<file path="config.mk">
export PLATFORM = sky130hd
export DESIGN_NAME = yuv_macroblock_to_rgb5551
export DESIGN_NICKNAME = d
export VERILOG_FILES = /design/src/rtl/core/yuvmb_pkg.sv /design/src/rtl/core/yuvmb_csr.sv /design/src/rtl/core/yuvmb_pos.sv /design/src/rtl/core/yuvmb_pixel.sv /design/src/rtl/core/yuv_macroblock_to_rgb5551.sv
export SDC_FILE = /design/constraint.sdc
export NUM_CORES = 1
export LEC_CHECK = 0
export BUFFER_PORTS_ARGS = -buffer_cell sky130_fd_sc_hd__buf_2
export CELL_PAD_IN_SITES_DETAIL_PLACEMENT = 1
export CELL_PAD_IN_SITES_GLOBAL_PLACEMENT = 2
export CORE_ASPECT_RATIO = 2
export CORE_MARGIN = 8
export CORE_UTILIZATION = 40
export CTS_CLUSTER_DIAMETER = 100
export DETAILED_ROUTE_END_ITERATION = 12
export HOLD_SLACK_MARGIN = 0.05
export PLACE_DENSITY_LB_ADDON = 0.2
export SYNTH_ARGS = -nofsm -noshare
export SYNTH_HDL_FRONTEND = slang
export SYNTH_HIERARCHICAL = 1
export SYNTH_SLANG_ARGS = --single-unit
</file>
<file path="constraint.sdc">
create_clock -name clock -period 13.2 [get_ports clock]
set_clock_uncertainty 0.05 [all_clocks]
set_input_delay 3.96 -clock clock [delete_from_list [all_inputs] [get_ports clock]]
set_output_delay 3.96 -clock clock [all_outputs]
set_load 0.01 [all_outputs]
</file>
<file path="src/rtl/core/yuvmb_pkg.sv">
package yuvmb_pkg;

   localparam int BLOCK_DIM_DEFAULT = 16;

   localparam int COORD_W  = 11;
   localparam int WORD_W   = 32;
   localparam int OFFSET_W = 20;
   localparam int PIXEL_W  = 16;
   localparam int CHAN_W   = 5;

   // signed accumulator for one color channel, Q.16
   localparam int ACC_W = 28;

   localparam int COEF_RV     = 89831;
   localparam int COEF_GV     = 45744;
   localparam int COEF_GU     = 22127;
   localparam int COEF_BU     = 113538;
   localparam int CHROMA_BIAS = 128;

   // floor divide by 8 * 65536
   localparam int CHAN_SHIFT = 19;

   localparam logic ALPHA_OPAQUE = 1'b1;

   localparam int CSR_ADDR_W = 3;
   localparam int CSR_DATA_W = 32;

   localparam logic [COORD_W-1:0] FRAME_WIDTH_RESET  = 11'd320;
   localparam logic [COORD_W-1:0] FRAME_HEIGHT_RESET = 11'd240;

   typedef enum logic {
      CSR_FRAME_WIDTH  = 1'b0,
      CSR_FRAME_HEIGHT = 1'b1
   } csr_index_type;

   typedef struct packed {
      logic [WORD_W-1:0]  packed_word;
      logic [COORD_W-1:0] block_left;
      logic [COORD_W-1:0] block_top;
      logic [COORD_W-1:0] block_right;
      logic [COORD_W-1:0] block_bottom;
   } req_type;

   typedef struct packed {
      logic [OFFSET_W-1:0] pixel_offset;
      logic [PIXEL_W-1:0]  first_pixel;
      logic [PIXEL_W-1:0]  second_pixel;
   } rsp_type;

   typedef struct packed {
      logic [COORD_W-1:0] frame_width;
      logic [COORD_W-1:0] frame_height;
   } cfg_type;

   // negative gives zero, above 31 saturates
   function automatic logic [CHAN_W-1:0] chan5(input logic signed [ACC_W-1:0] acc);
      logic [CHAN_W-1:0] res;
      if (acc[ACC_W-1]) begin
         res = '0;
      end else if (|acc[ACC_W-2:CHAN_SHIFT+CHAN_W]) begin
         res = '1;
      end else begin
         res = acc[CHAN_SHIFT+CHAN_W-1:CHAN_SHIFT];
      end
      return res;
   endfunction

endpackage

</file>
<file path="src/rtl/core/yuvmb_csr.sv">
module yuvmb_csr (
   input  logic                                clock,
   input  logic                                reset,
   input  logic                                psel,
   input  logic                                penable,
   input  logic                                pwrite,
   input  logic [yuvmb_pkg::CSR_ADDR_W-1:0]    paddr,
   input  logic [yuvmb_pkg::CSR_DATA_W-1:0]    pwdata,
   output logic [yuvmb_pkg::CSR_DATA_W-1:0]    prdata,
   output logic                                pready,
   output yuvmb_pkg::cfg_type                  cfg
);

   logic [yuvmb_pkg::COORD_W-1:0] frame_width_ff, frame_width_in;
   logic [yuvmb_pkg::COORD_W-1:0] frame_height_ff, frame_height_in;
   yuvmb_pkg::csr_index_type      index;
   logic                          wr_en;

   // low address bits ignored, one register per word
   assign index  = yuvmb_pkg::csr_index_type'(paddr[2]);
   assign pready = 1'b1;
   assign wr_en  = psel && penable && pwrite && pready;

   always_comb begin
      frame_width_in  = frame_width_ff;
      frame_height_in = frame_height_ff;
      if (wr_en) begin
         unique case (index)
            yuvmb_pkg::CSR_FRAME_WIDTH: begin
               frame_width_in = pwdata[yuvmb_pkg::COORD_W-1:0];
            end
            yuvmb_pkg::CSR_FRAME_HEIGHT: begin
               frame_height_in = pwdata[yuvmb_pkg::COORD_W-1:0];
            end
            default: begin
            end
         endcase
      end
   end

   always_comb begin
      unique case (index)
         yuvmb_pkg::CSR_FRAME_WIDTH: begin
            prdata = yuvmb_pkg::CSR_DATA_W'(frame_width_ff);
         end
         yuvmb_pkg::CSR_FRAME_HEIGHT: begin
            prdata = yuvmb_pkg::CSR_DATA_W'(frame_height_ff);
         end
         default: begin
            prdata = '0;
         end
      endcase
   end

   always_ff @(posedge clock) begin
      if (reset) begin
         frame_width_ff  <= yuvmb_pkg::FRAME_WIDTH_RESET;
         frame_height_ff <= yuvmb_pkg::FRAME_HEIGHT_RESET;
      end else begin
         frame_width_ff  <= frame_width_in;
         frame_height_ff <= frame_height_in;
      end
   end

   assign cfg.frame_width  = frame_width_ff;
   assign cfg.frame_height = frame_height_ff;

endmodule

</file>
<file path="src/rtl/core/yuvmb_pos.sv">
module yuvmb_pos #(
   parameter int BLOCK_DIM = yuvmb_pkg::BLOCK_DIM_DEFAULT,
   parameter int HALF_DIM  = BLOCK_DIM / 2,
   parameter int ROW_W     = $clog2(BLOCK_DIM),
   parameter int COL_W     = $clog2(HALF_DIM)
) (
   input  logic             clock,
   input  logic             reset,
   input  logic             advance,
   output logic [ROW_W-1:0] row,
   output logic [COL_W-1:0] col
);

   logic [ROW_W-1:0] row_ff, row_in;
   logic [COL_W-1:0] col_ff, col_in;

   always_comb begin
      row_in = row_ff;
      col_in = col_ff;
      if (advance) begin
         if (col_ff == COL_W'(HALF_DIM - 1)) begin
            col_in = '0;
            // wrap to the first word of the next block
            if (row_ff == ROW_W'(BLOCK_DIM - 1)) begin
               row_in = '0;
            end else begin
               row_in = row_ff + ROW_W'(1);
            end
         end else begin
            col_in = col_ff + COL_W'(1);
         end
      end
   end

   always_ff @(posedge clock) begin
      if (reset) begin
         row_ff <= '0;
         col_ff <= '0;
      end else begin
         row_ff <= row_in;
         col_ff <= col_in;
      end
   end

   assign row = row_ff;
   assign col = col_ff;

endmodule

</file>
<file path="src/rtl/core/yuvmb_pixel.sv">
module yuvmb_pixel (
   input  logic [7:0]                        luma,
   input  logic [7:0]                        cb,
   input  logic [7:0]                        cr,
   output logic [yuvmb_pkg::PIXEL_W-1:0]     pixel
);

   localparam int AW = yuvmb_pkg::ACC_W;

   logic signed [AW-1:0] yy;
   logic signed [AW-1:0] du;
   logic signed [AW-1:0] dv;
   logic signed [AW-1:0] acc_r;
   logic signed [AW-1:0] acc_g;
   logic signed [AW-1:0] acc_b;

   always_comb begin
      yy = $signed(AW'({luma, 16'h0000}));
      du = $signed(AW'(cb)) - $signed(AW'(yuvmb_pkg::CHROMA_BIAS));
      dv = $signed(AW'(cr)) - $signed(AW'(yuvmb_pkg::CHROMA_BIAS));
      acc_r = yy + $signed(AW'(yuvmb_pkg::COEF_RV)) * dv;
      acc_g = yy - $signed(AW'(yuvmb_pkg::COEF_GV)) * dv
                 - $signed(AW'(yuvmb_pkg::COEF_GU)) * du;
      acc_b = yy + $signed(AW'(yuvmb_pkg::COEF_BU)) * du;
      pixel = {yuvmb_pkg::chan5(acc_r), yuvmb_pkg::chan5(acc_g),
               yuvmb_pkg::chan5(acc_b), yuvmb_pkg::ALPHA_OPAQUE};
   end

endmodule

</file>
<file path="src/rtl/core/yuv_macroblock_to_rgb5551.sv">
// channel   direction  handshake          payload
// req       in         req_valid/ready    yuvmb_pkg::req_type, one packed word
// rsp       out        rsp_valid/ready    yuvmb_pkg::rsp_type, offset and two pixels
// csr       in         psel/penable       frame_width at 0x0, frame_height at 0x4
//
// one word per cycle sustained unless the rsp side stalls
// stages: input register, then clip, offset multiply and color convert into the
// result register; words outside the clip are dropped there
// a stalled result holds the result register; an empty input stage takes one more
// word and then holds too; it still takes a word when the result register drains
// synchronous reset clears the word counter and both valid bits, not the data registers
module yuv_macroblock_to_rgb5551 #(
   parameter int BLOCK_DIM = yuvmb_pkg::BLOCK_DIM_DEFAULT
) (
   input  logic                              clock,
   input  logic                              reset,
   input  logic                              req_valid,
   output logic                              req_ready,
   input  yuvmb_pkg::req_type                req_data,
   output logic                              rsp_valid,
   input  logic                              rsp_ready,
   output yuvmb_pkg::rsp_type                rsp_data,
   input  logic                              psel,
   input  logic                              penable,
   input  logic                              pwrite,
   input  logic [yuvmb_pkg::CSR_ADDR_W-1:0]  paddr,
   input  logic [yuvmb_pkg::CSR_DATA_W-1:0]  pwdata,
   output logic [yuvmb_pkg::CSR_DATA_W-1:0]  prdata,
   output logic                              pready
);

   localparam int HALF_DIM = BLOCK_DIM / 2;
   localparam int ROW_W    = $clog2(BLOCK_DIM);
   localparam int COL_W    = $clog2(HALF_DIM);
   localparam int CW       = yuvmb_pkg::COORD_W;
   localparam int PROD_W   = 2 * CW + 1;

   yuvmb_pkg::cfg_type cfg;
   logic [ROW_W-1:0]   pos_row;
   logic [COL_W-1:0]   pos_col;

   logic               req_fire;
   logic               down_ready;
   logic               s0_ready;

   logic               s0_valid_ff, s0_valid_in;
   yuvmb_pkg::req_type s0_data_ff, s0_data_in;
   logic [ROW_W-1:0]   s0_row_ff, s0_row_in;
   logic [COL_W-1:0]   s0_col_ff, s0_col_in;

   logic               rsp_valid_ff, rsp_valid_in;
   yuvmb_pkg::rsp_type rsp_data_ff, rsp_data_in;

   logic [CW-1:0]      draw_w;
   logic [CW-1:0]      draw_h;
   logic [CW:0]        col_px;
   logic               visible;
   logic [CW:0]        row_abs;
   logic [PROD_W-1:0]  offset_sum;
   logic [yuvmb_pkg::PIXEL_W-1:0] pix0;
   logic [yuvmb_pkg::PIXEL_W-1:0] pix1;

   yuvmb_csr u_csr (
      .clock   (clock),
      .reset   (reset),
      .psel    (psel),
      .penable (penable),
      .pwrite  (pwrite),
      .paddr   (paddr),
      .pwdata  (pwdata),
      .prdata  (prdata),
      .pready  (pready),
      .cfg     (cfg)
   );

   yuvmb_pos #(
      .BLOCK_DIM (BLOCK_DIM),
      .HALF_DIM  (HALF_DIM),
      .ROW_W     (ROW_W),
      .COL_W     (COL_W)
   ) u_pos (
      .clock   (clock),
      .reset   (reset),
      .advance (req_fire),
      .row     (pos_row),
      .col     (pos_col)
   );

   assign down_ready = !rsp_valid_ff || rsp_ready;
   assign s0_ready   = !s0_valid_ff || down_ready;
   assign req_ready  = s0_ready;
   assign req_fire   = req_valid && req_ready;

   always_comb begin
      s0_valid_in = s0_valid_ff;
      s0_data_in  = s0_data_ff;
      s0_row_in   = s0_row_ff;
      s0_col_in   = s0_col_ff;
      if (s0_ready) begin
         s0_valid_in = req_valid;
         s0_data_in  = req_data;
         s0_row_in   = pos_row;
         s0_col_in   = pos_col;
      end
   end

   // clip against the frame
   always_comb begin
      col_px = (CW + 1)'({s0_col_ff, 1'b0});
      if (s0_data_ff.block_right > cfg.frame_width) begin
         draw_w = cfg.frame_width - s0_data_ff.block_left;
      end else begin
         draw_w = CW'(BLOCK_DIM);
      end
      if (s0_data_ff.block_bottom > cfg.frame_height) begin
         draw_h = cfg.frame_height - s0_data_ff.block_top;
      end else begin
         draw_h = CW'(BLOCK_DIM);
      end
      visible = (s0_data_ff.block_left < cfg.frame_width)
             && (s0_data_ff.block_top < cfg.frame_height)
             && ((CW + 1)'(s0_row_ff) < (CW + 1)'(draw_h))
             && (col_px < (CW + 1)'(draw_w));
   end

   always_comb begin
      row_abs    = (CW + 1)'(s0_data_ff.block_top) + (CW + 1)'(s0_row_ff);
      offset_sum = PROD_W'(row_abs) * PROD_W'(cfg.frame_width)
                 + PROD_W'(s0_data_ff.block_left) + PROD_W'(col_px);
   end

   yuvmb_pixel u_pix0 (
      .luma  (s0_data_ff.packed_word[7:0]),
      .cb    (s0_data_ff.packed_word[31:24]),
      .cr    (s0_data_ff.packed_word[15:8]),
      .pixel (pix0)
   );

   yuvmb_pixel u_pix1 (
      .luma  (s0_data_ff.packed_word[23:16]),
      .cb    (s0_data_ff.packed_word[31:24]),
      .cr    (s0_data_ff.packed_word[15:8]),
      .pixel (pix1)
   );

   always_comb begin
      rsp_valid_in = rsp_valid_ff;
      rsp_data_in  = rsp_data_ff;
      if (down_ready) begin
         rsp_valid_in              = s0_valid_ff && visible;
         rsp_data_in.pixel_offset  = offset_sum[yuvmb_pkg::OFFSET_W-1:0];
         rsp_data_in.first_pixel   = pix0;
         rsp_data_in.second_pixel  = pix1;
      end
   end

   always_ff @(posedge clock) begin
      if (reset) begin
         s0_valid_ff  <= 1'b0;
         rsp_valid_ff <= 1'b0;
      end else begin
         s0_valid_ff  <= s0_valid_in;
         rsp_valid_ff <= rsp_valid_in;
      end
   end

   always_ff @(posedge clock) begin
      s0_data_ff  <= s0_data_in;
      s0_row_ff   <= s0_row_in;
      s0_col_ff   <= s0_col_in;
      rsp_data_ff <= rsp_data_in;
   end

   assign rsp_valid = rsp_valid_ff;
   assign rsp_data  = rsp_data_ff;

endmodule

</file>
**Word-level counts from Yosys, hierarchy flattened**

Index checks and enable logic that the tools add are counted.

- Bits of input ports: 118
- Logic and storage cells: 82
- Bits in registers: 164

- Multipliers: 5
- Multiplexer cells: 11
- Add/subtract/negate cells: 17
- $lt $le $gt $ge: 6
- Reductions and logical operators: 20
- Eq/ne operators: 2
- Bitwise gates (word level): 1

Operators by type and width:

| kind | number |
|---|---|
| 25-bit by 28-bit adder with 28-bit output | 4 |
| 32-bit one-hot mux with 2 select lines | 1 |
| 25-bit by 28-bit subtractor with 28-bit output | 2 |
| 28-bit subtractor | 2 |
| 5-bit 2-to-1 mux | 6 |
| 13-bit by 28-bit multiplier with 24-bit output (first input constant) | 1 |
| 16-bit by 28-bit multiplier with 28-bit output (first input constant) | 1 |
| 17-bit by 28-bit multiplier with 27-bit output (first input constant) | 1 |
| 18-bit by 28-bit multiplier with 28-bit output (first input constant) | 1 |
| 11-bit > comparator | 2 |
| 11-bit less-than comparator | 2 |
| 4-bit by 11-bit less-than comparator with 1-bit output | 2 |
| 11-bit 2-to-1 mux | 2 |
| 11-bit subtractor | 2 |
| 20-bit by 11-bit adder with 20-bit output | 1 |
| 20-bit by 4-bit adder with 20-bit output | 1 |
| 12-bit by 11-bit multiplier with 20-bit output | 1 |
| 3-bit OR reduction | 6 |
| 8-bit by 8-bit subtractor with 9-bit output (second input constant) | 2 |
| 11-bit by 4-bit adder with 12-bit output | 1 |
| 1-bit logical AND | 7 |
| 2-bit AND reduction | 3 |
| 4-bit by 1-bit adder with 4-bit output (second input constant) | 1 |
| 4-bit == test (second input constant) | 1 |
| 7 further kinds | 9 |

**Logic depth before layout (Yosys ltp)**

- Word-level depth: 6
- Mapped depth: 36
- Mapped depth without buffers: 36

**Modules after synthesis**

Netlist, hierarchy kept.

By module, submodules not included:

| module | area an instance (µm²) | times used | cells an instance | sequential area each (µm²) |
|---|---|---|---|---|
| yuv_macroblock_to_rgb5551 | 10613.9 | 1 | 943 | 4093.9 |
| yuvmb_pixel at u_pix0 | 10254.8 | 1 | 1085 | 0.0 |
| yuvmb_pixel at u_pix1 | 10237.3 | 1 | 1103 | 0.0 |
| yuvmb_csr | 1233.7 | 1 | 127 | 440.4 |
| yuvmb_pos | 324.1 | 1 | 35 | 140.1 |

**Least setup slack after synthesis**

No wires, ideal clock.

- Path type: input to output
- Start point: in rsp_ready
- End point: out req_ready
- Arrival: 5841 ps
- Stages on the path: 2
- Slack: 3349 ps
- Path through: nor2b_1 > nand2_1

- Longest elaborated chain between the ends: 2

RTL lines:

| element | RTL line | source |
|---|---|---|
| start, declared | yuv_macroblock_to_rgb5551.sv:21 | `input logic rsp_ready,` |
| 1-bit logical OR | yuv_macroblock_to_rgb5551.sv:89 | `assign down_ready = !rsp_valid_ff \|\| rsp_ready;` |
| 1-bit logical OR | yuv_macroblock_to_rgb5551.sv:90 | `assign s0_ready = !s0_valid_ff \|\| down_ready;` |
| end, declared | yuv_macroblock_to_rgb5551.sv:18 | `output logic req_ready,` |

No other way between the ends.

**Worst setup path after layout**

- Start point: reg s0_data_ff[59] in the netlist's numbering
- End point: reg rsp_data_ff (netlist bit rsp_data[10]) (data pin)

- Longest elaborated chain between the ends: 6

RTL lines:

| element | RTL line | source |
|---|---|---|
| start, declared | yuv_macroblock_to_rgb5551.sv:47 | `yuvmb_pkg::req_type s0_data_ff, s0_data_in;` |
| start signal, assigned | yuv_macroblock_to_rgb5551.sv:168 | `s0_data_ff <= s0_data_in;` |
| 8-bit by 8-bit subtractor with 9-bit output (*) | yuvmb_pixel.sv:20 | `dv = $signed(AW'(cr)) - $signed(AW'(yuvmb_pkg::CHROMA_BIAS));` |
| 13-bit by 28-bit multiplier with 24-bit output (*) | yuvmb_pixel.sv:22 | `acc_g = yy - $signed(AW'(yuvmb_pkg::COEF_GV)) * dv` |
| 25-bit by 28-bit subtractor with 28-bit output (*) | yuvmb_pixel.sv:22 |  |
| 28-bit subtractor (*) | yuvmb_pixel.sv:23 | `- $signed(AW'(yuvmb_pkg::COEF_GU)) * du;` |
| 3-bit OR reduction | yuvmb_pkg.sv:60 | `end else if (\|acc[ACC_W-2:CHAN_SHIFT+CHAN_W]) begin` |
| 5-bit 2-to-1 mux | yuvmb_pkg.sv:60 |  |
| end signal, assigned | yuv_macroblock_to_rgb5551.sv:171 | `rsp_data_ff <= rsp_data_in;` |
| end, declared | yuv_macroblock_to_rgb5551.sv:52 | `yuvmb_pkg::rsp_type rsp_data_ff, rsp_data_in;` |

Every way passes the cells marked *; elsewhere a longest branch is shown, timed or not.
A chain may end at the register's enable or synchronous reset.

==> flow_summary.json <==
{
  "die_y_um": 420,
  "synth.ff_latch_count": 166,
  "cts_sinks": 166,
  "finalCritPeriodShare_pct": 75.2,
  "cts_hold_buf": 0,
  "core_area_um2": 81100,
  "power.leakage_nw": 18.2,
  "grt_start_max_net_pins": 64,
  "finalMaxSlewViolations": 0,
  "die_outline_area_um2": 91600,
  "clk_pin_slew_ns": 0.08,
  "nFillCells": 9300,
  "final.setup.worst_slack_ns": 3.27,
  "rrSetupSlack_ns": 3.27,
  "holdPathEnd": "s0_col_ff[1]",
  "hold_viol": 0,
  "unrepaired_setup_endpoints_after_global_routing": "false",
  "drt_pass_1_iters": 4,
  "rows": 148,
  "power.density_nw_per_um2": 278,
  "vias_in_the_first_global_route": 28300,
  "final_common_cell": "sky130_fd_sc_hd__inv_1",
  "finalWirelength_um": 97600,
  "route.detailed.wl_per_inst_um": 21.5,
  "dp_hpwl_um": 85700,
  "die_w_um": 218,
  "timing.hold.worst.class": "flop to flop",
  "worst_skew_pair.late_latency_ns": 0.52,
  "gp_routability_congestion": 0.872,
  "cp_slowest_stage_delay_ns": 0.51,
  "top_level_ports": 205,
  "antenna_left": 0,
  "crit_path_end_kind": "flop",
  "cts_root_buf": "sky130_fd_sc_hd__clkbuf_16",
  "status": "finished clean",
  "drt_first_iter_violations": 617,
  "grt_util_all_layers_pct": 22.0,
  "cp-startpoint": "s0_data_ff[59]",
  "rr_startpoint": "s0_data_ff[59]",
  "avgViaCountPerCell": 5.21,
  "required_time_of_the_critical_path_ns": 13.41,
  "crit_top_cell": "sky130_fd_sc_hd__inv_1",
  "hold_path_stages": 0,
  "final.setup.tns_ns": 0,
  "place_ws_ns": 3.20,
  "cts_buffer_count": 17,
  "global_route_wire_length_before_repair_um": 152000,
  "synth-edff-count": 135,
  "antenna_found_initial": 4,
  "ys.flop_type": "sky130_fd_sc_hd__edfxtp_1",
  "start_kind": "flop",
  "synthToLayoutAreaGrowth_pct": 8.42,
  "nNetsFinal": 4707,
  "cts_htree_levels": 4,
  "route.vias.total": 23700,
  "timing.setup.critical_path_class": "flop to flop",
  "grt_overflow_total": 0,
  "slew-limit-headroom_pct": 32.7,
  "netlist-cell-type-count": 97,
  "actual_transition_at_the_worst_max_transition_pin_ns": 1.01,
  "r2r-end": "rsp_data[10]",
  "effective_utilization_at_floorplan_pct": 40.3,
  "setup_viol": 0,
  "peakVddDrop_v": 0.000368,
  "crit_arrival_ns": 10.15,
  "highest_fanout_seen_on_the_critical_path": 32,
  "min-delay-start": "u_pos/col[1]",
  "detail_route.drc_violations": 0,
  "most-common-layout-cells": "sky130_fd_sc_hd__inv_1, sky130_fd_sc_hd__ha_1, sky130_fd_sc_hd__fa_1, sky130_fd_sc_hd__buf_2, sky130_fd_sc_hd__nor2_1",
  "async_flop_share_pct": 0,
  "port_buffers": 159,
  "synth_area_um2": 32700,
  "cap_viol_max_count": 0,
  "post_synth_inst_count": 3293,
  "postCtsSetupRepairBufs": 0,
  "cts-resized-gates": 0,
  "max_freq_mhz": 101,
  "yosysSeqAreaShare_pct": 14.3,
  "slowest_stage": "sky130_fd_sc_hd__fa_1",
  "synth_warnings": 6,
  "fin_crit_ns": 9.93,
  "synthesis.area_per_instance_um2": 9.92,
  "cts.path.max_buffers": 2,
  "cell_count_of_the_worst_reg_to_reg_path": 34,
  "share_of_layout_cells_above_drive_strength_1_pct": 8.32,
  "tritoncts": "built"
}
stage by stage:
stage / power, mW / instance area, um2 / util (%) / std cells / hold WS [ns]
6_report: 9.83 / 35400 / 43.7 / 4538 / 0.426
5_1_grt: 11.1 / 35400 / 43.7 / 4538 / 0.441
4_1_cts: 10.0 / 35400 / 43.7 / 4536 / 0.422
3_5_place_dp: 9.41 / 34800 / 42.9 / 4504 / 0.417
3_3_place_gp: 8.97 / 34800 / 42.9 / 4504 / 0.405
2_1_floorplan: 7.06 / 32700 / - / 3313 / 0.385
critical path, delay by kind of cell (launching register included):
family,cells,cell delay [ns]
XOR/XNOR,2,0.30
adder cells (fa/ha/maj),12,4.84
AO/OA/AOI/OAI,11,2.61
buffers and inverters,8,1.35
AND/OR/NAND/NOR,1,0.11
flip-flops,1,0.36
final cells by class:
cell class / instances / area (um2) / area share, %
clock buffer: 17 / 425 / 1.20
inverter: 826 / 3100 / 8.76
multi-input combinational: 2271 / 24700 / 69.7
antenna: 2 / 5.00 / 0.0141
tap: 1050 / 1310 / 3.71
timing repair buffer: 191 / 1040 / 2.93
clock inverter: 15 / 178 / 0.502
sequential: 166 / 4670 / 13.2
routing by layer:
metal	vias up	global-route usage [%]	wire, um
li1	11000	-	-
met1	12000	17.8	29100
met2	424	46.9	59200
met3	229	2.62	2220
met4	4	14.6	7050
met5	-	0	23
state kept, by name, summed over array words and instances, names as in the netlist:
name                   cells
rsp_valid                  1
s0_row_ff                  4
s0_col_ff                  3
u_pos/col                  3
u_csr/frame_width_ff      11
u_csr/frame_height_ff     11
s0_data_ff                76
s0_valid_ff                1
rsp_data                  52
u_pos/row                  4
power by group:
group / switching, mW / internal (mW) / total (mW)
clock: 0.270 / 0.253 / 0.523
combinational: 4.84 / 3.70 / 8.54
sequential: 0.0488 / 0.724 / 0.772
total: 5.16 / 4.67 / 9.83
how the worst max path moves through the flow:
| stage | end | depth (start not counted) |
|---|---|---|
| 2_1_floorplan | req_ready | 2 |
| 3_3_place_gp | rsp_data[10] | 33 |
| 3_5_place_dp | rsp_data[10] | 34 |
| 4_1_cts | rsp_data[10] | 34 |
| 5_1_grt | rsp_data[24] | 32 |
| 6_report | rsp_data[10] | 34 |
cell usage after synthesis (5+ instances only):
cell type                   count  area, um2
sky130_fd_sc_hd__o2111ai_1      7       61.3
sky130_fd_sc_hd__and3_1        14       87.6
sky130_fd_sc_hd__o21ai_1        8       40.0
sky130_fd_sc_hd__o221ai_1       7       61.3
sky130_fd_sc_hd__nand3_1       38        190
sky130_fd_sc_hd__nand4_1       22        138
sky130_fd_sc_hd__or2_2         19        119
sky130_fd_sc_hd__a21oi_1      113        566
sky130_fd_sc_hd__inv_1        826       3100
sky130_fd_sc_hd__o22ai_1        6       37.5
sky130_fd_sc_hd__buf_2          6       30.0
sky130_fd_sc_hd__mux2_2        12        135
sky130_fd_sc_hd__nand2_1      122        458
sky130_fd_sc_hd__a211oi_1      19        143
sky130_fd_sc_hd__a31oi_1       18        113
sky130_fd_sc_hd__o311a_1        5       50.1
sky130_fd_sc_hd__nand2b_1      59        369
sky130_fd_sc_hd__and2_1        39        244
sky130_fd_sc_hd__a211o_1       10       87.6
sky130_fd_sc_hd__fa_1         451       9030
sky130_fd_sc_hd__nor4_1         6       37.5
sky130_fd_sc_hd__mux2i_1       32        320
sky130_fd_sc_hd__o21a_1        23        173
sky130_fd_sc_hd__xor2_1        35        307
sky130_fd_sc_hd__buf_4         25        188
sky130_fd_sc_hd__nor2b_1       15       93.8
sky130_fd_sc_hd__dfxtp_1       31        621
sky130_fd_sc_hd__o211ai_1       6       45.0
sky130_fd_sc_hd__and4_1         5       43.8
sky130_fd_sc_hd__edfxtp_1     135       4050
sky130_fd_sc_hd__ha_1         665       8320
sky130_fd_sc_hd__o21bai_1      10       75.1
sky130_fd_sc_hd__nor3_1        57        285
sky130_fd_sc_hd__nor2_1       137        514
sky130_fd_sc_hd__xnor2_1       87        762
sky130_fd_sc_hd__or3_1         14       87.6
sky130_fd_sc_hd__a21o_1        37        278
sky130_fd_sc_hd__clkbuf_1      17       63.8
sky130_fd_sc_hd__o21ai_0       50        250
sky130_fd_sc_hd__o31ai_1        6       45.0
cell families (layout without fill, tap and decap cells):
group	count (synthesis)	in the layout	share of synthesized area (%)
compound gates	383	383	8.04
xor+xnor	128	128	3.63
fa+ha+maj	1117	1117	53.1
buf+inv	876	1049	10.4
flops	166	166	14.3
mux	45	45	1.46
other cells	4	26	0.0460
simple gates	574	574	8.97
(Power assumes the default switching activity.)
